===== src/hdsc_pkg.sv =====
// shared types, constants and helper functions of the drive setting converter
package hdsc_pkg;

	localparam int unsigned LATENCY = 35;
	localparam int unsigned SQRT_STAGES = 25;
	localparam logic [1:0] SAMPLE_TIME_RESET = 2'd3;

	localparam logic [29:0] RATED_RECIP = 30'd810102173;
	localparam logic [29:0] OD_RECIP = 30'd763989800;
	localparam logic [12:0] RECIP_625_Q22 = 13'd6711;
	localparam logic [30:0] RECIP_625_Q40 = 31'd1759218604;
	localparam logic [12:0] RECIP_10_Q16 = 13'd6554;
	localparam logic [4:0] DRIVE_MAX = 5'd31;
	localparam logic [7:0] CODE_MAX = 8'd255;

	// floor(5000/n) for n = 6 .. 36
	localparam logic [9:0] DT_THRESH [31] = '{
		10'd833, 10'd714, 10'd625, 10'd555, 10'd500, 10'd454, 10'd416, 10'd384,
		10'd357, 10'd333, 10'd312, 10'd294, 10'd277, 10'd263, 10'd250, 10'd238,
		10'd227, 10'd217, 10'd208, 10'd200, 10'd192, 10'd185, 10'd178, 10'd172,
		10'd166, 10'd161, 10'd156, 10'd151, 10'd147, 10'd142, 10'd138
	};

	typedef struct packed {
		logic [7:0] rv10;
		logic [7:0] od_code;
		logic [4:0] dt;
		logic       flag;
	} side_t;

	// round-half-up quotient by ten of an already offset value, clamped to 1..255
	function automatic logic [7:0] div10_clamp(input logic [15:0] u);
		logic [29:0] m;
		logic [13:0] q;
		logic [7:0] r;
		m = 30'(u) * 30'(RECIP_10_Q16);
		q = m[29:16];
		if (u >= 16'd2560) begin
			r = CODE_MAX;
		end else if (q == 14'd0) begin
			r = 8'd1;
		end else begin
			r = q[7:0];
		end
		return r;
	endfunction

	// floor(5000/f)-5 clamped to 0..31, as a count of thresholds
	function automatic logic [4:0] dt_from_freq(input logic [14:0] f);
		logic [4:0] n;
		n = '0;
		for (int i = 0; i < 31; i++) begin
			if (f <= 15'(DT_THRESH[i])) begin
				n = n + 5'd1;
			end
		end
		return n;
	endfunction

endpackage


===== src/hdsc_sqrt.sv =====
// pipelined digit by digit square root of term * 2^24, one result bit a stage
module hdsc_sqrt (
	input  logic            clk,
	input  logic            arst_n,
	input  logic            in_valid,
	input  logic [24:0]     term,
	input  hdsc_pkg::side_t side_in,
	output logic            out_valid,
	output logic [24:0]     root,
	output logic [27:0]     rem,
	output hdsc_pkg::side_t side_out
);

	localparam int unsigned N = hdsc_pkg::SQRT_STAGES;

	logic            v_s    [N];
	logic [27:0]     rem_s  [N];
	logic [24:0]     root_s [N];
	logic [24:0]     t_s    [N];
	hdsc_pkg::side_t side_s [N];

	for (genvar k = 0; k < N; k++) begin : g_stage
		logic            v_p;
		logic [27:0]     rem_p;
		logic [24:0]     root_p, t_p;
		hdsc_pkg::side_t side_p;
		logic [49:0]     xw;
		logic [27:0]     rem_n, trial;

		if (k == 0) begin : g_first
			assign v_p = in_valid;
			assign rem_p = '0;
			assign root_p = '0;
			assign t_p = term;
			assign side_p = side_in;
		end else begin : g_next
			assign v_p = v_s[k-1];
			assign rem_p = rem_s[k-1];
			assign root_p = root_s[k-1];
			assign t_p = t_s[k-1];
			assign side_p = side_s[k-1];
		end

		assign xw = {1'b0, t_p, 24'd0};
		assign rem_n = {rem_p[25:0], xw[2*(N-1-k)+1 -: 2]};
		assign trial = {1'b0, root_p, 2'b01};

		always_ff @(posedge clk or negedge arst_n) begin
			if (!arst_n) begin
				v_s[k] <= 1'b0;
			end else begin
				v_s[k] <= v_p;
			end
		end

		always_ff @(posedge clk) begin
			if (rem_n >= trial) begin
				rem_s[k] <= rem_n - trial;
				root_s[k] <= {root_p[23:0], 1'b1};
			end else begin
				rem_s[k] <= rem_n;
				root_s[k] <= {root_p[23:0], 1'b0};
			end
			t_s[k] <= t_p;
			side_s[k] <= side_p;
		end
	end

	assign out_valid = v_s[N-1];
	assign root = root_s[N-1];
	assign rem = rem_s[N-1];
	assign side_out = side_s[N-1];

`ifndef SYNTHESIS
	a_root_range: assert property (@(posedge clk) disable iff (!arst_n)
		v_s[N-1] |-> root_s[N-1] <= 25'h1000000 && rem_s[N-1] <= {2'b0, root_s[N-1], 1'b0})
		else $error("root or remainder out of range");
`endif

endmodule


===== config.mk =====
export PLATFORM = sky130hd
export DESIGN_NAME = hdsc_sqrt
export DESIGN_NICKNAME = d
export VERILOG_FILES = /design/src/hdsc_pkg.sv /design/src/hdsc_sqrt.sv
export SDC_FILE = /design/constraint.sdc
export NUM_CORES = 2
export LEC_CHECK = 0
export ABC_AREA = 1
export BUFFER_PORTS_ARGS = -buffer_cell sky130_fd_sc_hd__clkbuf_2
export CORE_MARGIN = 2
export CORE_UTILIZATION = 40
export DETAILED_ROUTE_END_ITERATION = 10
export PLACE_DENSITY = 0.6
export SKIP_LAST_GASP = 1
export SLEW_MARGIN = 20
export SYNTH_ARGS = -nofsm -noshare
export SYNTH_HDL_FRONTEND = slang
export SYNTH_SLANG_ARGS = --single-unit

===== constraint.sdc =====
create_clock -name clk -period 3.4 [get_ports clk]
set_input_delay 0.68 -clock clk [delete_from_list [all_inputs] [get_ports clk]]
set_output_delay 0.68 -clock clk [all_outputs]
set_load 0.03 [all_outputs]

* Yosys cells after proc, flatten, opt, wreduce, memory -nomap -nowiden
Memory sizes are Yosys's and may differ from the RTL's.
Index checks and enable logic that the tools add are counted.
** Storage, ports and cells
- Flip-flop bits (word level) :: 25
- Latch bits :: 0
- Bits in writable memories :: 2500
- Bits in read-only memories :: 0
- Input port bits :: 50
- Output and inout bits :: 76
- Word-level logic and storage cells :: 254
- Memories kept :: 4
** Operators by class
- Add/subtract/negate cells :: 25
- $mul :: 0
- Div/mod/pow operators :: 0
- $lt $le $gt $ge :: 25
- Equality and inequality tests :: 0
- Shifts and indexed selects :: 0
- Multiplexer cells :: 125
- Bitwise gates (word level) :: 50
- Reduce and logical (&&, ||, !) cells :: 0
** Memories
- rem_s :: depth 25, bits a word 28, rd ports 25, clocked after memory_dff 0, wr ports 25, line hdsc_sqrt.sv:17 : logic [27:0] rem_s [N];
- root_s :: depth 25, bits a word 25, rd ports 25, clocked after memory_dff 0, wr ports 25, line hdsc_sqrt.sv:18 : logic [24:0] root_s [N];
- t_s :: depth 25, bits a word 25, rd ports 24, clocked after memory_dff 0, wr ports 25, line hdsc_sqrt.sv:19 : logic [24:0] t_s [N];
- side_s :: depth 25, bits a word 22, rd ports 25, clocked after memory_dff 0, wr ports 25, line hdsc_sqrt.sv:20 : hdsc_pkg::side_t side_s [N];
** Operators with widths (number)
- $mux W28 :: 25
- $ge A28 B27 Y1 :: 24
- $sub A28 B27 Y28 :: 24
- $mux W25 :: 25
- $mux W1 :: 75
- $or A1 B1 Y1 :: 50
- $sub A1 B1 Y2 const B :: 1
- $ge A1 B1 Y1 const B :: 1

* Depth between registers and ports, before layout
An unclocked memory read counts as a cell.
- Word-level depth :: 5
- Gate-level depth with buffers :: 16
- Mapped depth without buffers :: 14

* Least setup slack after synthesis
OpenSTA, ideal clock, no wires.
- Kind :: register to register
- Start :: memory rem_s[15][1], in the netlist rem_s[0][421]
- End :: memory rem_s[16][13], in the netlist rem_s[1][13]
- Library setup time :: 112 ps
- Data arrival time :: 1970 ps
- Required time :: 3288 ps
- Path slack :: 1318 ps
- Stages on the path, launching flop included :: 16
- Buffers on the path :: 2
- Period minus slack after synthesis :: 2082 ps
- Cell sequence :: dfxtp_1 -> inv_1 -> ha_1 -> fa_1 -> nand2_1 -> nand2_1 -> nand3_1 -> nand2_1 -> nand2_1 -> nand2_1 -> nand2_1 -> nand3_1 -> buf_4 -> buf_6 -> nand2_1 -> nand2_1
** RTL lines (line)
- start, declared :: hdsc_sqrt.sv:17

==> impl_results.md <==
* Final cell count without fillers at 11,800
* Async SR Flop Fraction at 1.51%
* FP Rows at 152
* Clk buf depth at 3
* Final cycle utilization of the critical path at 78.3%
* Switch Pwr at 20,400 uW
* Part of the power in the clock network at 33.4%
* Clk slew on worst S/H paths at 60 ps
* Worst Path Arrival at 3420 ps
* Layout cells sized above 1 at 6.31%
* F_max at 375 MHz
* Worst-Skew Late Latency at 840 ps
* H-tree depth at 4
* Routed WL at 174,000 um
* Clock Sinks at 1,656
* Mapped Cells at 9,072
* Root Buffer: clkbuf_16
* Worst-path fanout max at 33
* Cts repair resizes at 0
* Antenna viol nets, final at 0
* Max-slew violations at 0
* Setup TNS at 0 ps
* Crit path capture type: flop
* Die ar. at 175,000 um2
* IO Pins at 126
* Maximum vdd drop at 0.000556 V
* Crit path kind: flop to flop
* GRT Util Overall at 19.7%
* Outcome: finished clean
* Post-synth cell types at 57
* Final hold vios at 0
* Final min period at 2660 ps
* Syn Area/Cell at 7.59 um2
* Total CTS buffers at 169
* Most used DFF post-synth: dfxtp_1
* Final setup viols at 0
* GRT Residual Overflow at 0
* Area taken by flip-flops and latches at 33,300 um2
* Synth top area share at 47.4%
* Core area at 171,000 um2
* Syn_nets at 9,462
* Skew final at 59.8 ps
* Nets at 9,747
* Cell taking the most area after synthesis: dfxtp_1
* Initial Util at 40.2%
* Tightest Hold Check Type: flop to flop
* Cts hold-fix bufs at 49
* Largest net degree at the start of global routing at 36
* Detailed Place HPWL at 139,000 um
* Crit path required time at 4160 ps
* Inst Count DP at 11,400
* Slowest Stage Delay on Critical Path at 560 ps
* Chip Height at 419 um
* Commonest non-fill, non-tap cell in the layout: nand2_1
* Layout fillers at 17,100
* CP Cell Sequence: inv_1 > ha_1 > fa_1 > nand3_1 > nand3_2 > nand2_1 > nand3_4 > inv_2 > nand2_1 > nand2_1
* Max cap viols at 0
* Post-synth EDFFs at 0
* Antenna violations before repair at 0
* Vias per cell at 4.67
* Commonest cells after routing, fill and taps aside: 2,823 x nand2_1, 1,631 x dfxtp_1, 1,490 x inv_1
* Residual DRC at 0
* Number of DRC markers in iteration 0 at 3,597
* First-pass GRT wire length at 277,000 um
* Worst slew pin tran at 758 ps
* Gate power share at 24.9%
* Final core utilization at 45.9%
* Slew margin rel. at 49.4%
* Synth Cell Area at 68,900 um2
* Top cells by area, synth: dfxtp_1 47%, nand2_1 15%, inv_1 8.1%, ha_1 6.0%, nand3_1 4.2%
* Sequential power share at 41.7%
* Most frequent CP cell: nand2_1
* Setup bufs post-CTS at 0
* Number of port buffers at 125
* Sequential share of the synthesized area at 48.3%
* Area grow syn2layout at 14.2%
* Placer Congestion at 0.955
* Drt pass-1 iters at 6
* Critical-path top delay cell: inv_2
* Register bit total from synthesis at 1,656
* Multi-input logic area at 29,300 um2
* RSZ-0062 raised after global routing: false
* Startpoint types: flop
* Synth warn at 0
* TritonCTS clock tree: done
* Pwr Density at 758 nW/um2
* Lkg Pwr at 0.0406 uW
* Sw Share at 34.2%
* Avg WL per Cell at 14.8 um
* P_int at 39,200 uW
* Die X at 419 um
* Vias in the first global route at 52,900
* Vias at 55,100
* Reg2reg setup slack at 740 ps
[path summary, 6_finish.rpt]
check / start / endpoint / cells past startpoint
worst min-delay path: t_s[0][90]$_DFF_P_ / t_s[0][115]$_DFF_P_ / 0
worst min register to register: t_s[0][90]$_DFF_P_ / t_s[0][115]$_DFF_P_ / 0
worst max-delay path: rem_s[1][197]$_DFF_P_ / rem_s[1][238]$_DFF_P_ / 10
min in group asynchronous: arst_n / g_stage[4].v_p$_DFF_PN0_ / 2
max in group asynchronous: arst_n / g_stage[14].v_p$_DFF_PN0_ / 2
worst max register to register: rem_s[1][197]$_DFF_P_ / rem_s[1][238]$_DFF_P_ / 10
[registers in the layout (all words and copies together), names as in the netlist]
signal / cells
out_valid: 1
root_s: 299
t_s: 170
g_stage.v_p: 24
side_s: 550
rem_s: 612
[power by group through the flow]
stage / Clock, uW / Sequential, uW / Combinational (uW)
2_1_floorplan: 0 / 24400 / 10700
3_3_place_gp: 0 / 25300 / 14500
3_5_place_dp: 0 / 25300 / 14600
4_1_cts: 20500 / 24900 / 14800
5_1_grt: 21300 / 25100 / 16900
6_report: 19900 / 24900 / 14800
[final cells by class]
cell class	count	share of cell area, %
Inverter	1510	7.23
Sequential cell	1656	42.3
Clock buffer	227	6.13
Timing Repair Buffer	192	1.59
Multi-Input combinational cell	5828	37.2
Tap cell	2310	3.68
Antenna cell	1	0.00318
Clock inverter	82	1.82
[synth_stat cells (4+ instances only)]
master,count
xor2_1,99
nor2_4,4
o21ai_0,183
nor3b_1,7
nand2_1,2823
a21oi_2,26
nand3_1,574
nor4_1,5
inv_1,1490
nand3_2,5
a21boi_0,4
dfxtp_1,1631
nor2_2,20
nand3b_1,82
or2_2,22
nand4_1,145
nor2_1,735
a21o_1,7
or2_1,6
dfrtp_1,25
buf_2,22
xnor2_1,138
and2_1,14
nand2_2,28
fa_1,12
nand3_4,4
o21bai_1,13
o21a_1,7
o21ai_1,92
o21ai_2,27
ha_1,328
buf_6,25
buf_4,28
nor3_1,64
a21oi_1,328
inv_2,15
inv_4,5
[cells by family (layout without fill, tap and decap cells)]
family	after synthesis	after routing	share of synthesized area, %
flops	1656	1656	48.3
xor+xnor	237	237	3.01
simple gates	4551	4551	27.6
other cells	1	2	0.00545
fa+ha+maj	340	340	6.31
compound gates	699	699	5.54
buf+inv	1588	2011	9.18
[through the flow]
step / area [um2] / power, uW / hold slack (ps) / setup slack, ps
detailed placement: 71900 / 39900 / 312 / 741
global placement: 71900 / 39900 / 310 / 869
CTS: 78600 / 60200 / 282 / 718
floorplan: 68900 / 35200 / 310 / 1320
finish: 78600 / 59600 / 290 / 737
global route: 78600 / 63300 / 291 / 457
[per-layer routing]
| layer | GRT usage, % | wire length [um] |
|---|---|---|
| met5 | 0 | 0 |
| met1 | 25.4 | 79100 |
| met2 | 33.9 | 82300 |
| met3 | 2.86 | 8180 |
| met4 | 6.14 | 4700 |
[worst max-delay path, delay by kind of cell (launching register included)]
kind,cells,cell delay [ps]
adder cells (fa/ha/maj),2,670
flip-flops,1,400
buffers and inverters,2,640
AND/OR/NAND/NOR,6,850
(Power assumes the default switching activity.)
