--- config.mk ---
export PLATFORM = sky130hd
export DESIGN_NAME = hdsc_back
export DESIGN_NICKNAME = d
export VERILOG_FILES = /design/src/hdsc_pkg.sv /design/src/hdsc_back.sv
export SDC_FILE = /design/constraint.sdc
export NUM_CORES = 2
export LEC_CHECK = 0
export ABC_AREA = 0
export BUFFER_PORTS_ARGS = -buffer_cell sky130_fd_sc_hd__buf_2
export CORE_UTILIZATION = 38
export DETAILED_ROUTE_END_ITERATION = 10
export GPL_TIMING_DRIVEN = 0
export SYNTH_ARGS = -nofsm -noshare
export SYNTH_HDL_FRONTEND = slang
export SYNTH_SLANG_ARGS = --single-unit
--- constraint.sdc ---
create_clock -name clk -period 23 [get_ports clk]
set_clock_uncertainty 0.05 [all_clocks]
set_input_delay 1.15 -clock clk [delete_from_list [all_inputs] [get_ports clk]]
set_output_delay 1.15 -clock clk [all_outputs]
set_load 0.01 [all_outputs]
--- src/hdsc_pkg.sv ---
// shared types, constants and helper functions of the drive setting converter
package hdsc_pkg;

	localparam int unsigned LATENCY = 35;
	localparam int unsigned SQRT_STAGES = 25;
	localparam logic [1:0] SAMPLE_TIME_RESET = 2'd3;

	localparam logic [29:0] RATED_RECIP = 30'd810102173;
	localparam logic [29:0] OD_RECIP = 30'd763989800;
	localparam logic [12:0] RECIP_625_Q22 = 13'd6711;
	localparam logic [30:0] RECIP_625_Q40 = 31'd1759218604;
	localparam logic [12:0] RECIP_10_Q16 = 13'd6554;
	localparam logic [4:0] DRIVE_MAX = 5'd31;
	localparam logic [7:0] CODE_MAX = 8'd255;

	// floor(5000/n) for n = 6 .. 36
	localparam logic [9:0] DT_THRESH [31] = '{
		10'd833, 10'd714, 10'd625, 10'd555, 10'd500, 10'd454, 10'd416, 10'd384,
		10'd357, 10'd333, 10'd312, 10'd294, 10'd277, 10'd263, 10'd250, 10'd238,
		10'd227, 10'd217, 10'd208, 10'd200, 10'd192, 10'd185, 10'd178, 10'd172,
		10'd166, 10'd161, 10'd156, 10'd151, 10'd147, 10'd142, 10'd138
	};

	typedef struct packed {
		logic [7:0] rv10;
		logic [7:0] od_code;
		logic [4:0] dt;
		logic       flag;
	} side_t;

	// round-half-up quotient by ten of an already offset value, clamped to 1..255
	function automatic logic [7:0] div10_clamp(input logic [15:0] u);
		logic [29:0] m;
		logic [13:0] q;
		logic [7:0] r;
		m = 30'(u) * 30'(RECIP_10_Q16);
		q = m[29:16];
		if (u >= 16'd2560) begin
			r = CODE_MAX;
		end else if (q == 14'd0) begin
			r = 8'd1;
		end else begin
			r = q[7:0];
		end
		return r;
	endfunction

	// floor(5000/f)-5 clamped to 0..31, as a count of thresholds
	function automatic logic [4:0] dt_from_freq(input logic [14:0] f);
		logic [4:0] n;
		n = '0;
		for (int i = 0; i < 31; i++) begin
			if (f <= 15'(DT_THRESH[i])) begin
				n = n + 5'd1;
			end
		end
		return n;
	endfunction

endpackage

--- src/hdsc_back.sv ---
// root rounding, rated voltage scaling and output registers
module hdsc_back (
	input  logic            clk,
	input  logic            arst_n,
	input  logic            in_valid,
	input  logic [24:0]     root,
	input  logic [27:0]     rem,
	input  hdsc_pkg::side_t side_in,
	output logic            done,
	output logic [7:0]      rated_voltage_code,
	output logic [7:0]      overdrive_code,
	output logic [4:0]      drive_time_code,
	output logic            freq_out_of_range
);

	logic            v_s1, v_s2, v_s3, v_s4;
	logic [24:0]     s_s1;
	logic [32:0]     m1_s2;
	logic [46:0]     pl_s3;
	logic [45:0]     ph_s3;
	logic [62:0]     p;
	logic [15:0]     u;
	hdsc_pkg::side_t side_s1, side_s2, side_s3;
	logic [7:0]      rated_s4, od_s4;
	logic [4:0]      dt_s4;
	logic            flag_s4;

	assign p = (63'(ph_s3) << 17) + 63'(pl_s3);
	assign u = 16'(p[62:48]) + 16'd5;

	always_ff @(posedge clk or negedge arst_n) begin
		if (!arst_n) begin
			v_s1 <= 1'b0;
			v_s2 <= 1'b0;
			v_s3 <= 1'b0;
			v_s4 <= 1'b0;
		end else begin
			v_s1 <= in_valid;
			v_s2 <= v_s1;
			v_s3 <= v_s2;
			v_s4 <= v_s3;
		end
	end

	always_ff @(posedge clk) begin
		// round to nearest: remainder above root means past the half point
		s_s1 <= (28'(root) < rem) ? root + 25'd1 : root;
		side_s1 <= side_in;

		m1_s2 <= 33'(side_s1.rv10) * 33'(s_s1);
		side_s2 <= side_s1;

		pl_s3 <= 47'(m1_s2[16:0]) * 47'(hdsc_pkg::RATED_RECIP);
		ph_s3 <= 46'(m1_s2[32:17]) * 46'(hdsc_pkg::RATED_RECIP);
		side_s3 <= side_s2;

		rated_s4 <= side_s3.flag ? 8'd1 : hdsc_pkg::div10_clamp(u);
		od_s4 <= side_s3.od_code;
		dt_s4 <= side_s3.dt;
		flag_s4 <= side_s3.flag;
	end

	assign done = v_s4;
	assign rated_voltage_code = rated_s4;
	assign overdrive_code = od_s4;
	assign drive_time_code = dt_s4;
	assign freq_out_of_range = flag_s4;

`ifndef SYNTHESIS
	a_flag_rated: assert property (@(posedge clk) disable iff (!arst_n)
		v_s4 && flag_s4 |-> rated_s4 == 8'd1)
		else $error("out of range beat without minimum rated code");
	a_codes_nonzero: assert property (@(posedge clk) disable iff (!arst_n)
		v_s4 |-> rated_s4 != 8'd0 && od_s4 != 8'd0)
		else $error("code below clamp");
`endif

endmodule
# [Word level (Yosys, flattened, before mapping)]
# Cells that the tools add are included.
[word_totals] register_bits=227 latch_bits=0 ram_bits=0 rom_bits=0 input_bits=78 output_inout_bits=23 memories=0
[op_classes] addsub=3 mul=4 n_div=0 magnitude_cmp=2 n_eq_ne=0 n_shift=0 n_mux=3 bitwise=0 n_reduce_logical=2
[ops] operator="$add 63x47->63" count=1
[ops] operator="$mul 17x30->47 const B" count=1
[ops] operator="$mul 16x30->46 const B" count=1
[ops] operator="$mul 8x25->33" count=1
[ops] operator="$lt 25x28->1" count=1
[ops] operator="$mul 16x12->28 const B" count=1
[ops] operator="$add 25x1->25 const B" count=1
[ops] operator="$mux 25" count=1
[ops] operator="$add 15x3->16 const B" count=1
[ops] operator="$ge 16x12->1 const B" count=1
[ops] operator="$mux 8" count=2
[ops] operator="$logic_not 13->1" count=1
[ops] operator="$reduce_or 3->1" count=1

# [Longest topological paths before layout]
[logic_depth] depth_word=6 mapped_depth=37 ltp_nobuf=37

# [Least setup slack after synthesis]
# No wires, ideal clock.
[synth_path] kind="reg2reg" start="reg pl_s3[34]" end="reg rated_s4[0] (netlist: rated_voltage_code[0])" setup_time_ps=127 arrival_ps=8146 path_slack_ps=14677 stages_incl_launch_ff=35 synth_period_minus_slack_ps=8323 cell_sequence="dfxtp_1 ha_1 nand4_1 nor3_1 nand4_1 nor3_1 a211o_1 nor2b_1 xor2_1 ha_1 nand2_1 nor4b_1 o32a_1 nor2b_1 xor2_1 ha_1 fa_1 fa_1 fa_1 inv_1 fa_1 inv_1 ha_1 a21o_1 a21oi_1 a21boi_0 a41o_1 a211oi_2 o21ai_1 a41o_1 o21a_1 nor2_1 xnor2_1 a2111oi_0 or3_1"
[synth_between] elab_chain_len=5 elab_cells_between_ends=6 cone_classes="2 x add/sub; 1 x mul; 1 x order compare; 2 x reduce/logical"
[synth_lines] item="start, declared" line="hdsc_back.sv:19" rtl="logic [46:0] pl_s3;"
[synth_lines] item="start signal, assigned" line="hdsc_back.sv:53" rtl="pl_s3 <= 47'(m1_s2[16:0]) * 47'(hdsc_pkg::RATED_RECIP);"
[synth_lines] item="$add 63x47->63 (*)" line="hdsc_back.sv:28" rtl="assign p = (63'(ph_s3) << 17) + 63'(pl_s3);"
[synth_lines] item="$add 15x3->16 (*)" line="hdsc_back.sv:29" rtl="assign u = 16'(p[62:48]) + 16'd5;"
[synth_lines] item="$mul 16x12->28" line="hdsc_pkg.sv:36" rtl="m = 30'(u) * 30'(RECIP_10_Q16);"
[synth_lines] item="$logic_not 13->1" line="hdsc_pkg.sv:40" rtl="end else if (q == 14'd0) begin"
[synth_lines] item="$reduce_or 3->1 (no line)"
[synth_lines] item="end signal, assigned" line="hdsc_back.sv:57" rtl="rated_s4 <= side_s3.flag ? 8'd1 : hdsc_pkg::div10_clamp(u);"
[synth_lines] item="end, declared" line="hdsc_back.sv:24" rtl="logic [7:0] rated_s4, od_s4;"
# Every way passes the cells marked *; elsewhere a longest branch is shown, timed or not.
# A chain may end at the register's enable or synchronous reset.

# [Worst setup path in the final report]
# Same ends and word-level chain as after synthesis.

==> summary.md <==
The flow ran to the end, and the final reports show no timing, DRC or antenna violations. Once the clock tree was built, the setup fixing pass inserted 0 buffers. In the layout the commonest cells are 745 x inv_1, 569 x ha_1, 475 x fa_1. The finished layout holds 4286 standard cells, fillers aside. The synthesized area divided by synthesized cell count was 9.80 sq um.

For the pin with the worst max-slew slack, the measured transition is 853 ps. For the placeable core region, the log shows 78900 sq um. The largest net degree at the start of global routing was 15; the number of nets in the synthesized netlist was 4208. Data on the critical path is required at its endpoint by 23450 ps. The logic depth of the worst register-to-register path was 34. The number of warnings reported in the yosys synthesis log is 0. The die area was 80700 sq um.

Deepest level of the CTS H-tree: 1. Counting instances, the worst hold path has a depth of 0. Clock tree synthesis selected as its root buffer the cell clkbuf_16.

The worst setup path is launched from a flip-flop. The tools report the maximum achievable frequency as 102 MHz. TritonCTS built the clock tree. For this design, the CTS-stage hold fixing added 0 buffers. For the count of max-cap constraint violations, the log shows 0. Summed over all layers, the routed wires come to 62200 microns. The run gives 21433 as the number of global-route vias before repair.

Setup violations remaining at the end of the flow were counted as 0. The run gives 0 as the number of inserted diodes. The type of the worst min-delay path was flip-flop to flip-flop. Summed over all layers, the global routing overflow is 0.

The fraction of layout instances using a drive strength above 1 is 5.32%, and the largest driver fanout on the critical path is 6. The shortest period the worst path allows is 9780 ps, and the initial DRC count is 766. The library cell used most frequently in the layout, excluding fill and tap cells, is inv_1.

Dividing the final minimum period by the clock period gives 42.5%. The post-CTS clock slew at the launch and capture registers of the worst setup and hold paths was 60 ps. The worst path meets setup with 13220 ps of slack.

Total of cells resized after clock tree synthesis: 0. STA puts the critical path data arrival time at 10240 ps. Type of the worst setup path: flip-flop to flip-flop.

The worst setup path is captured at a flip-flop. The routability congestion estimate from global placement was 0.864. For this run, design rule violations remaining after detail routing come to 0. In the final layout, the multi-input gates occupy 23100 sq um. Setup repair after global routing left no endpoint under its margin.

In this run the deepest clock path goes through 3 buffers. After filler insertion, the fill cell instance count of the layout stands at 7826. The final count of hold timing violations was 0; the number of placed instances, taps included was 4236. The worst pin sits at a relative slew slack of 43.1%. The logs give 30200 sq um for the netlist area before placement and 55100 microns for the estimated wirelength of the detail-placed design.

The number of different library cells used by synthesis comes to 69. The run gives 0 as the number of slew-limit violations in the final report. Synthesis inferred 210 register bits. OpenSTA, run right after detailed placement, puts the worst setup slack at 13080 ps. The sequential standard cell area is 4220 sq um. Across every metal layer, demand over resource in global routing totals 16.1%. Of the synthesized area, sequential elements account for 14.0%. The number of antenna violations at the first check in global routing is 0, and the synthesis-to-layout area growth is 9.25%. The placement row count came out at 103. The number of placed I/O pins is 101, and the number of enable flip-flop cells after synthesis is 0. For this run, the post-layout net count is 4337. The fraction of the core area covered by cells at the end of the flow was 41.9%. The slowest stage cell on the critical path is xor2_1. In the synthesized netlist the async set-or-reset flop fraction comes to 1.90%.

The die height was 284 microns. For the clock latency at the later pin of the worst-skew pair, the log shows 580 ps. For this run, the slowest stage of the critical path takes 560 ps. For the TritonCTS buffer count, the log shows 27. The starting density of the core was 38.3%. Setup total negative slack on the finished layout was measured at 0 ps. For this run, the leading register cell type out of synthesis is dfxtp_1.

The logs give 210 for the number of sinks driven by the clock tree and 20103 for the via count. The global-route wire length before repair was 107000 microns; the number of buffer cells added on primary ports was 100. From left edge to right edge, the die measures 284 microns. Synthesis produced 3086 cells. In the final routed layout, each cell accounts on average for 14.5 microns.

Once detail routing completed, the nets flagged for antenna violations numbered 0. Dividing the detail-routed via count by the number of cells gives 4.69. The pre-antenna-repair detailed-routing pass consisted of 5 iterations.
==> worst paths after layout <==
| path | start | endpoint | slack, ps |
|---|---|---|---|
| min in group asynchronous | arst_n | v_s1$_DFF_PN0_ | 310 |
| min reg2reg | side_s2[9]$_DFF_P_ | side_s3[9]$_DFF_P_ | 270 |
| min | side_s2[9]$_DFF_P_ | side_s3[9]$_DFF_P_ | 270 |
| max in group asynchronous | arst_n | v_s3$_DFF_PN0_ | 22480 |
| max | pl_s3[34]$_DFF_P_ | rated_voltage_code[0]$_SDFF_PP1_ | 13220 |
| max reg2reg | pl_s3[34]$_DFF_P_ | rated_voltage_code[0]$_SDFF_PP1_ | 13220 |
==> layout make-up <==
type,instances,share of cell area (%)
plain buffers,27,0.333
inverters,746,8.48
repair buffers,100,1.51
well taps,1050,3.98
flip-flops and latches,210,12.8
clock buffers,32,2.13
multi-input cells,2103,69.9
clock inverters,18,0.841
==> Yosys cell counts, types with 12 or more instances <==
library cell	count	area (sq um)
nand3_1	32	160
o21a_1	22	165
and2_1	93	582
ha_1	569	7120
nor3_1	31	155
xnor2_1	90	788
nand2_1	202	758
and3_1	16	100
o21ai_1	14	70.1
nor2b_1	18	113
o21ai_0	44	220
xor2_1	73	639
nand2b_1	14	87.6
nor2_1	69	259
o21bai_1	13	97.6
fa_1	475	9510
a31oi_1	12	75.1
nand4_1	20	125
dfxtp_1	206	4120
clkbuf_1	24	90.1
a21oi_1	117	586
inv_1	745	2800
a21o_1	68	510
==> registers in the layout (all words and copies together) (netlist names) <==
register	flops
v_s1	1
ph_s3	46
rated_voltage_code	8
s_s1	25
v_s2	1
drive_time_code	5
side_s2	14
freq_out_of_range	1
side_s1	22
v_s3	1
done	1
m1_s2	33
pl_s3	30
side_s3	14
overdrive_code	8
==> stage by stage <==
stage                     area [sq um]  hold slack (ps)
final                            33000              273
after global routing             33000              281
after CTS                        33000              264
after detailed placement         32100              262
after global placement           32100              260
after floorplan                  30200              260
==> worst max-delay path: cells and delay by family, from the launching register on <==
| family | cells | cell delay, ps |
|---|---|---|
| flops | 1 | 310 |
| compound gates | 11 | 2900 |
| simple gates | 10 | 1990 |
| fa+ha+maj | 8 | 3450 |
| xor+xnor | 3 | 930 |
| buf+inv | 2 | 100 |
==> cells by family after synthesis <==
| logic type | count (synthesis) | synth area share (%) |
|---|---|---|
| flops | 210 | 14.0 |
| compound gates | 364 | 7.89 |
| xor+xnor | 165 | 4.83 |
| buf+inv | 773 | 9.62 |
| mux | 3 | 0.103 |
| fa+ha+maj | 1044 | 55.0 |
| simple gates | 527 | 8.61 |
==> metal layers <==
metal,vias to the layer above,share of wire (%),track usage [%]
li1,10018,-,-
met1,9720,46,21.4
met2,290,48,27.8
met3,75,3.7,2.25
met4,0,2.3,3.72
met5,-,0,0
Power is left out: the tool's default activity adds up to more than one toggle a clock period on the data nets, which glitch-free logic cannot reach.
