`config.mk`:
```
export PLATFORM = sky130hd
export DESIGN_NAME = hdsc_front
export DESIGN_NICKNAME = d
export VERILOG_FILES = /design/src/hdsc_pkg.sv /design/src/hdsc_front.sv
export SDC_FILE = /design/constraint.sdc
export NUM_CORES = 2
export LEC_CHECK = 0
export ABC_AREA = 1
export BUFFER_PORTS_ARGS = -buffer_cell sky130_fd_sc_hd__buf_2
export CORE_ASPECT_RATIO = 0.75
export CORE_MARGIN = 3
export CORE_UTILIZATION = 60
export DETAILED_ROUTE_END_ITERATION = 8
export GPL_ROUTABILITY_DRIVEN = 0
export MAX_ROUTING_LAYER = met4
export PLACE_DENSITY = 0.77
export SYNTH_ARGS = -nofsm -noshare
export SYNTH_HDL_FRONTEND = slang
export SYNTH_SLANG_ARGS = --single-unit
```
`constraint.sdc`:
```
create_clock -name clk -period 29.6 [get_ports clk]
set_input_delay 5.92 -clock clk [delete_from_list [all_inputs] [get_ports clk]]
set_output_delay 5.92 -clock clk [all_outputs]
set_load 0.03 [all_outputs]
```
`src/hdsc_pkg.sv`:
```
// shared types, constants and helper functions of the drive setting converter
package hdsc_pkg;

	localparam int unsigned LATENCY = 35;
	localparam int unsigned SQRT_STAGES = 25;
	localparam logic [1:0] SAMPLE_TIME_RESET = 2'd3;

	localparam logic [29:0] RATED_RECIP = 30'd810102173;
	localparam logic [29:0] OD_RECIP = 30'd763989800;
	localparam logic [12:0] RECIP_625_Q22 = 13'd6711;
	localparam logic [30:0] RECIP_625_Q40 = 31'd1759218604;
	localparam logic [12:0] RECIP_10_Q16 = 13'd6554;
	localparam logic [4:0] DRIVE_MAX = 5'd31;
	localparam logic [7:0] CODE_MAX = 8'd255;

	// floor(5000/n) for n = 6 .. 36
	localparam logic [9:0] DT_THRESH [31] = '{
		10'd833, 10'd714, 10'd625, 10'd555, 10'd500, 10'd454, 10'd416, 10'd384,
		10'd357, 10'd333, 10'd312, 10'd294, 10'd277, 10'd263, 10'd250, 10'd238,
		10'd227, 10'd217, 10'd208, 10'd200, 10'd192, 10'd185, 10'd178, 10'd172,
		10'd166, 10'd161, 10'd156, 10'd151, 10'd147, 10'd142, 10'd138
	};

	typedef struct packed {
		logic [7:0] rv10;
		logic [7:0] od_code;
		logic [4:0] dt;
		logic       flag;
	} side_t;

	// round-half-up quotient by ten of an already offset value, clamped to 1..255
	function automatic logic [7:0] div10_clamp(input logic [15:0] u);
		logic [29:0] m;
		logic [13:0] q;
		logic [7:0] r;
		m = 30'(u) * 30'(RECIP_10_Q16);
		q = m[29:16];
		if (u >= 16'd2560) begin
			r = CODE_MAX;
		end else if (q == 14'd0) begin
			r = 8'd1;
		end else begin
			r = q[7:0];
		end
		return r;
	endfunction

	// floor(5000/f)-5 clamped to 0..31, as a count of thresholds
	function automatic logic [4:0] dt_from_freq(input logic [14:0] f);
		logic [4:0] n;
		n = '0;
		for (int i = 0; i < 31; i++) begin
			if (f <= 15'(DT_THRESH[i])) begin
				n = n + 5'd1;
			end
		end
		return n;
	endfunction

endpackage

```
`src/hdsc_front.sv`:
```
// decode, correction term and fixed point term up to the square root input
module hdsc_front (
	input  logic                clk,
	input  logic                arst_n,
	input  logic                in_valid,
	input  logic [31:0]         packed_word,
	input  logic [1:0]          sample_time_code,
	output logic                out_valid,
	output logic [24:0]         term,
	output hdsc_pkg::side_t     side
);

	logic [31:0] c;
	logic [7:0]  rv10_d, od10_d;
	logic [14:0] freq_d;

	logic        v_s1;
	logic [7:0]  rv10_s1, od10_s1;
	logic [14:0] freq_s1;

	logic [3:0]  coef;
	logic [18:0] kf;
	logic        v_s2, flag_s2;
	logic [13:0] num_s2;
	logic [37:0] odp_s2;
	logic [4:0]  dt_s2;
	logic [7:0]  rv10_s2;

	logic [26:0] a_full;
	logic        v_s3;
	logic [4:0]  a_s3;
	logic [13:0] num_s3;
	hdsc_pkg::side_t side_s3;

	logic [13:0] a625;
	logic [9:0]  b;
	logic        v_s4;
	logic [4:0]  a_s4;
	logic [29:0] y_s4;
	hdsc_pkg::side_t side_s4;

	logic [60:0] prod;
	logic        v_s5;
	logic [4:0]  a_s5;
	logic [29:0] y_s5;
	logic [19:0] q0_s5;
	hdsc_pkg::side_t side_s5;

	logic [29:0] q625, r;
	logic [19:0] q;
	logic        v_s6;
	logic [24:0] t_s6;
	hdsc_pkg::side_t side_s6;

	assign c = {packed_word[7:0], packed_word[15:8], packed_word[23:16], packed_word[31:24]};
	assign rv10_d = {4'd0, c[31:28]} * 8'd10 + {4'd0, c[27:24]};
	assign od10_d = {4'd0, c[23:20]} * 8'd10 + {4'd0, c[19:16]};
	assign freq_d = 15'(c[15:12]) * 15'd1000 + 15'(c[11:8]) * 15'd100
		+ 15'(c[7:4]) * 15'd10 + 15'(c[3:0]);

	assign coef = 4'd9 + {1'b0, sample_time_code, 1'b0};
	assign kf = 19'(coef) * 19'(freq_s1);

	assign a_full = 27'(num_s2) * 27'(hdsc_pkg::RECIP_625_Q22);
	assign a625 = 14'(a_s3) * 14'd625;
	assign b = 10'(num_s3 - a625);
	assign prod = 61'(y_s4) * 61'(hdsc_pkg::RECIP_625_Q40);
	assign q625 = 30'(q0_s5) * 30'd625;
	assign r = y_s5 - q625;
	assign q = (r >= 30'd625) ? q0_s5 + 20'd1 : q0_s5;

	always_ff @(posedge clk or negedge arst_n) begin
		if (!arst_n) begin
			v_s1 <= 1'b0;
			v_s2 <= 1'b0;
			v_s3 <= 1'b0;
			v_s4 <= 1'b0;
			v_s5 <= 1'b0;
			v_s6 <= 1'b0;
		end else begin
			v_s1 <= in_valid;
			v_s2 <= v_s1;
			v_s3 <= v_s2;
			v_s4 <= v_s3;
			v_s5 <= v_s4;
			v_s6 <= v_s5;
		end
	end

	always_ff @(posedge clk) begin
		rv10_s1 <= rv10_d;
		od10_s1 <= od10_d;
		freq_s1 <= freq_d;

		flag_s2 <= (kf > 19'd10000);
		num_s2 <= (kf > 19'd10000) ? 14'd0 : 14'(19'd10000 - kf);
		odp_s2 <= 38'(od10_s1) * 38'(hdsc_pkg::OD_RECIP);
		dt_s2 <= hdsc_pkg::dt_from_freq(freq_s1);
		rv10_s2 <= rv10_s1;

		a_s3 <= a_full[26:22];
		num_s3 <= num_s2;
		side_s3.rv10 <= rv10_s2;
		side_s3.od_code <= hdsc_pkg::div10_clamp(16'(odp_s2[37:24]) + 16'd5);
		side_s3.dt <= dt_s2;
		side_s3.flag <= flag_s2;

		// (num*2^24+5000)/10000 as (num%625*2^20+312)/625 plus a whole part
		a_s4 <= a_s3;
		y_s4 <= {b, 20'd312};
		side_s4 <= side_s3;

		a_s5 <= a_s4;
		y_s5 <= y_s4;
		q0_s5 <= prod[59:40];
		side_s5 <= side_s4;

		t_s6 <= {a_s5, q};
		side_s6 <= side_s5;
	end

	assign out_valid = v_s6;
	assign term = t_s6;
	assign side = side_s6;

`ifndef SYNTHESIS
	a_term_range: assert property (@(posedge clk) disable iff (!arst_n)
		v_s6 |-> t_s6 <= 25'h1000000)
		else $error("term above one");
`endif

endmodule

```
# ---- Word level (Yosys, flattened, before mapping)
# Index checks and enable logic that the tools add are counted.
dict set report word_totals {
  reg_bits 278
  inputBits 37
  output_inout_bits 48
  word_cells 161
}
dict set report op_classes {
  addsub 41
  multipliers 12
  order_cmp 34
  n_mux 33
  reduce_logical 2
}
# operator count
set ops {}
lappend ops {{$le 15x8->1 const B} 17}
lappend ops {{$le 15x9->1 const B} 10}
lappend ops {{$add 5x1->5 const B} 29}
lappend ops {{$mux 5} 29}
lappend ops {{$le 15x10->1 const B} 4}
lappend ops {{$mul 27x29->55 const B} 1}
lappend ops {{$mul 8x27->35 const B} 1}
lappend ops {{$ge 30x10->1 const B} 1}
lappend ops {{$mul 20x10->30 const B} 1}
lappend ops {{$sub 30x30->30} 1}
lappend ops {{$mul 14x13->27 const B} 1}
lappend ops {{$mul 15x12->27 const B} 1}
lappend ops {{$mul 4x3->7 const B} 3}
lappend ops {{$add 20x1->20 const B} 1}
lappend ops {{$mux 20} 1}
lappend ops {{$gt 19x14->1 const B} 1}
lappend ops {{$mul 4x15->19} 1}
lappend ops {{$add 8x4->8} 2}
lappend ops {{$add 14x11->15} 1}
lappend ops {{$add 14x3->15 const B} 1}
lappend ops {{$add 15x4->15} 1}
lappend ops {{$add 15x8->15} 1}
lappend ops {{$ge 15x12->1 const B} 1}
lappend ops {{$sub 14x14->14 const A} 1}
lappend ops {{other kinds (11)} 11}

# ---- Longest topological paths before layout
dict set report depth {
  depth_word 62
  mapped_depth 104
  ltp_nobuf 103
}

# ---- Worst setup path after synthesis
# OpenSTA, ideal clock, no wires.
dict set report synth_timing {
  path_kind {reg2reg}
  start {register freq_s1[1]}
  end {register dt_s2[4]}
  setup_ns 0.109
  t_arrival_ns 14.075
  t_required_ns 29.491
  path_slack_ns 15.416
  path_stages_with_launch 100
  path_buffers 1
  synth_period_minus_slack_ns 14.184
  path_cell_list {dfxtp_1 buf_6 nor2_4 inv_1 nor2_1 nand4_1 a31oi_1 inv_1 ha_1 inv_1 nand3_1 nand2_1 inv_1 ha_1 nand2_1 nand2_1 ha_1 or2_1 (+64 left out) and2_1 inv_1 ha_1 or2_2 nand2_1 xor2_1 nand2_1 nand2_1 ha_1 nand2_1 nand2_1 ha_1 nand2_1 nor2_1 nand3_1 nand3_1 nand2_1 inv_1}
}
dict set report synth_between {
  elab_chain_len 62
  word_cells_on_any_way 92
  classes_between {add/sub (30); order compare (31); mux (31)}
}
# item line
set synth_lines {}
lappend synth_lines {{start, declared} hdsc_front.sv:19} ;# logic [14:0] freq_s1;
lappend synth_lines {{start signal, assigned} hdsc_front.sv:93} ;# freq_s1 <= freq_d;
lappend synth_lines {{$le 15x10->1} hdsc_pkg.sv:53} ;# if (f <= 15'(DT_THRESH[i])) begin
lappend synth_lines {{$mux 1} hdsc_pkg.sv:53}
lappend synth_lines {{$add 1x1->2} hdsc_pkg.sv:54} ;# n = n + 5'd1;
lappend synth_lines {{$mux 2} hdsc_pkg.sv:53}
lappend synth_lines {{$add 5x1->5} hdsc_pkg.sv:54}
lappend synth_lines {{$mux 5} hdsc_pkg.sv:53}
lappend synth_lines {{$add 5x1->5} hdsc_pkg.sv:54}
lappend synth_lines {{$mux 5} hdsc_pkg.sv:53}
lappend synth_lines {{(+46 left out)} n/a}
lappend synth_lines {{$add 5x1->5} hdsc_pkg.sv:54}
lappend synth_lines {{$mux 5} hdsc_pkg.sv:53}
lappend synth_lines {{$add 5x1->5} hdsc_pkg.sv:54}
lappend synth_lines {{$mux 5} hdsc_pkg.sv:53}
lappend synth_lines {{$add 5x1->5} hdsc_pkg.sv:54}
lappend synth_lines {{$mux 5} hdsc_pkg.sv:53}
lappend synth_lines {{$add 5x1->5} hdsc_pkg.sv:54}
lappend synth_lines {{$mux 5 (*)} hdsc_pkg.sv:53}
lappend synth_lines {{end signal, assigned} hdsc_front.sv:98} ;# dt_s2 <= hdsc_pkg::dt_from_freq(freq_s1);
lappend synth_lines {{end, declared} hdsc_front.sv:26} ;# logic [4:0] dt_s2;
# Every way passes the cells marked *; elsewhere a longest branch is shown, timed or not.
# A chain may end at the register's enable or synchronous reset.

# ---- Worst setup path after layout
# Ends and elaborated chain as after synthesis.

==> metrics.yaml <==
sta:
  slew-limit-headroom_pct: 34.4
  tightest_slew_ns: 0.977
  fin_tns_setup_ns: 0
  finClkSkew_ns: 0.0274
  finalCriticalPeriod_ns: 16.06
  rsz0062_at_grt: "false"
  slew_viol_final: 0
  hold_violations: 0
  setup_violations: 0
  max_freq_ghz: 0.0623
  fin_crit_sh_pct: 54.2
  whs_ns: 0.315
clocking:
  clkTransAtPathRegs_ns: 0.08
  cts_sinks: 257
  cts_tree: "yes"
  cts_post_setup_buffers_inserted: 0
  cts_max_path_buffers: 3
  cts_buffers: 30
  htreeDepth: 1
  clk_latency_ns: 0.60
  root_buffer: "clkbuf_16"
  cts_hold_buf: 0
  post_cts_resized: 0
routing:
  via_per_inst: 5.07
  wl_per_cell_um: 13.5
  vias: 24400
  drt_wl_total_um: 65000
  dr.first_iter.drc_count: 1363
  firstDrtPassIters: 6
  drc: 0
  ant_nets: 0
place:
  port_buffers: 84
  hpwl_um: 55700
  dpl_cell_area_um2: 34800
grt:
  antenna_found_initial: 1
  grt_max_degree: 18
  grt_pass1_wl_um: 114000
  grt_util_all_layers_pct: 23.8
  grt_pass1_vias: 24700
  overflow: 0
die:
  fp.dieArea_um2: 58900
  start_util_pct: 61.2
  die_x_um: 279
  dieHeight_um: 211
  rows: 74
  ioPinCount: 85
  core_area_um2: 54900
synthesis:
  syn_inst: 3954
  synth_fp_nets: 5059
  avgSynthCellArea_um2: 8.49
  synthTopCellsByArea: "ha_1 26%, fa_1 22%, dfxtp_1 15%"
  synth-edff-count: 0
  yosys.area.top_type_share_pct: 25.8
  async_reset_ff_share_pct: 2.33
  ys_seq_elements: 257
  yosysWarnings: 0
  syn_area_um2: 33600
  yosysTopAreaCell: "ha_1"
  synth_seq_area_share_pct: 15.4
  synth_cell_types: 54
  synth_top_flop_cell: "dfxtp_1"
layout:
  design_area_um2: 35900
  area_delta_synth_final_pct: 6.93
  fin_nets: 5162
  drive_above_1_share_pct: 6.30
  nFillCells: 4401
critical_path:
  slowest_stage: "dfxtp_1"
  worstSetupStartpointType: "register"
  ff2ff_path_depth: 99
  max_stage_delay_ns: 0.46
  end_kind: "register"
  arrival_ns: 16.55
  cpMostUsedCell: "nand2_1"
  required_ns: 30.09
  critPathKind: "reg2reg"
  crit_fanout: 10
min_path:
  min-delay-path-class: "reg2reg"
  holdPathStages: 0
flow_run:
  drv_cap: 0
outcome:
  status: "finished, final reports clean"
[cell usage in the layout, fill, tap and decap left out, types with 6 or more instances in the layout]
cell | Yosys | routed
nand3b_1 | 7 | 7
xor2_1 | 134 | 134
a21oi_1 | 156 | 156
ha_1 | 693 | 693
a211oi_1 | 9 | 9
nor2_2 | 14 | 14
nand2_1 | 565 | 565
or2_2 | 26 | 26
o211ai_1 | 7 | 7
a21o_1 | 12 | 12
dfrtp_1 | 6 | 6
o21bai_1 | 21 | 21
nor3_1 | 17 | 17
nand3_2 | 12 | 12
buf_2 | 4 | 84
inv_2 | 13 | 13
dfxtp_1 | 251 | 251
xnor2_1 | 52 | 52
clkbuf_16 | 0 | 30
o31ai_1 | 9 | 9
nand2_2 | 43 | 43
nand4_1 | 23 | 23
nor2_1 | 177 | 177
nand3_1 | 205 | 205
fa_1 | 375 | 375
o21ai_0 | 65 | 65
and2_1 | 6 | 6
inv_1 | 982 | 982
nor4_1 | 7 | 7
a31oi_1 | 16 | 16
[cells by family (layout without fill, tap and decap cells)]
| family | count (synthesis) | in the layout | synth area share [%] |
|---|---|---|---|
| simple gates | 1117 | 1117 | 14.8 |
| fa+ha+maj | 1068 | 1068 | 48.2 |
| buf+inv | 1012 | 1139 | 11.4 |
| compound gates | 314 | 314 | 5.37 |
| flops | 257 | 257 | 15.4 |
| xor+xnor | 186 | 186 | 4.85 |
| other cells | 0 | 1 | 0 |
[critical path, delay by kind of cell, from the launching register on]
kind	cells	cell delay (ns)
buffers and inverters	9	0.56
and+or+nand+nor	58	7.59
AOI/OAI and AO/OA	13	2.64
DFF	1	0.46
xor gates and xnor gates	2	0.23
adders and majority gates	17	4.50
[final timing paths]
| kind | startpoint | end | slack, ns |
|---|---|---|---|
| worst max-delay path | freq_s1[1] | dt_s2[4] | 13.54 |
| worst min-delay path | a_s4[2] | a_s5[2] | 0.31 |
| worst max register to register | freq_s1[1] | dt_s2[4] | 13.54 |
| worst min register to register | a_s4[2] | a_s5[2] | 0.31 |
| max in group asynchronous | arst_n | v_s4 | 24.31 |
| min in group asynchronous | arst_n | v_s3 | 5.14 |
[registers in the layout, summed over array words and instances (netlist names), 14 cells and up]
signal and flops:
side_s4 22, freq_s1 15, side_s5 22, side 22
q0_s5 20, term 25, num_s2 14, side_s3 22
odp_s2 14
[cells in the mapped netlist, types with 2 or more instances]
library cell and count:
clkbuf_1 5, a21oi_1 156, xor2_1 134, o21bai_1 21
nand2_4 5, nor4_1 7, o21a_1 2, nand3_1 205
o22ai_1 2, or2_2 26, dfxtp_1 251, a211oi_1 9
dfrtp_1 6, and2_1 6, buf_6 3, inv_2 13
o31ai_1 9, buf_2 4, nand2_2 43, xnor2_1 52
o21ai_0 65, nand4_1 23, buf_4 2, nand2_1 565
o211ai_1 7, nor3b_1 4, nor2_1 177, a21o_1 12
ha_1 693, nor2_4 2, nor3_2 2, fa_1 375
nor3_1 17, a31oi_1 16, a21boi_0 4, nand3b_1 7
clkinv_1 2, nand3_2 12, inv_1 982, nor2_2 14
[layer usage]
| layer | track usage [%] | part of all wire (%) | vias up |
|---|---|---|---|
| met5 | - | 0 | - |
| met4 | 3.98 | 1.6 | 0 |
| met3 | 3.51 | 5.2 | 96 |
| met2 | 38.1 | 45 | 460 |
| met1 | 32.7 | 48 | 11300 |
| li1 | - | - | 12500 |
[area by class of cell]
cell class | count | area [µm²] | area share (%)
clock buffers | 38 | 831 | 2.31
inverters | 998 | 3750 | 10.4
well taps | 722 | 903 | 2.52
repair buffers | 85 | 428 | 1.19
clock inverters | 18 | 249 | 0.693
diodes | 1 | 2.50 | 0.00697
flip-flops and latches | 257 | 5170 | 14.4
multi-input cells | 2685 | 24600 | 68.4
[per-stage QoR]
step	setup WS (ns)	instances	util, %
floorplan	15.42	3954	-
global placement	14.29	4747	63.4
detailed placement	13.73	4747	63.4
CTS	13.66	4803	65.4
global route	11.86	4804	65.4
finish	13.54	4804	65.4
Power is not shown: default switching activity piles up to over one toggle a cycle in this logic, so the estimate is an artifact.
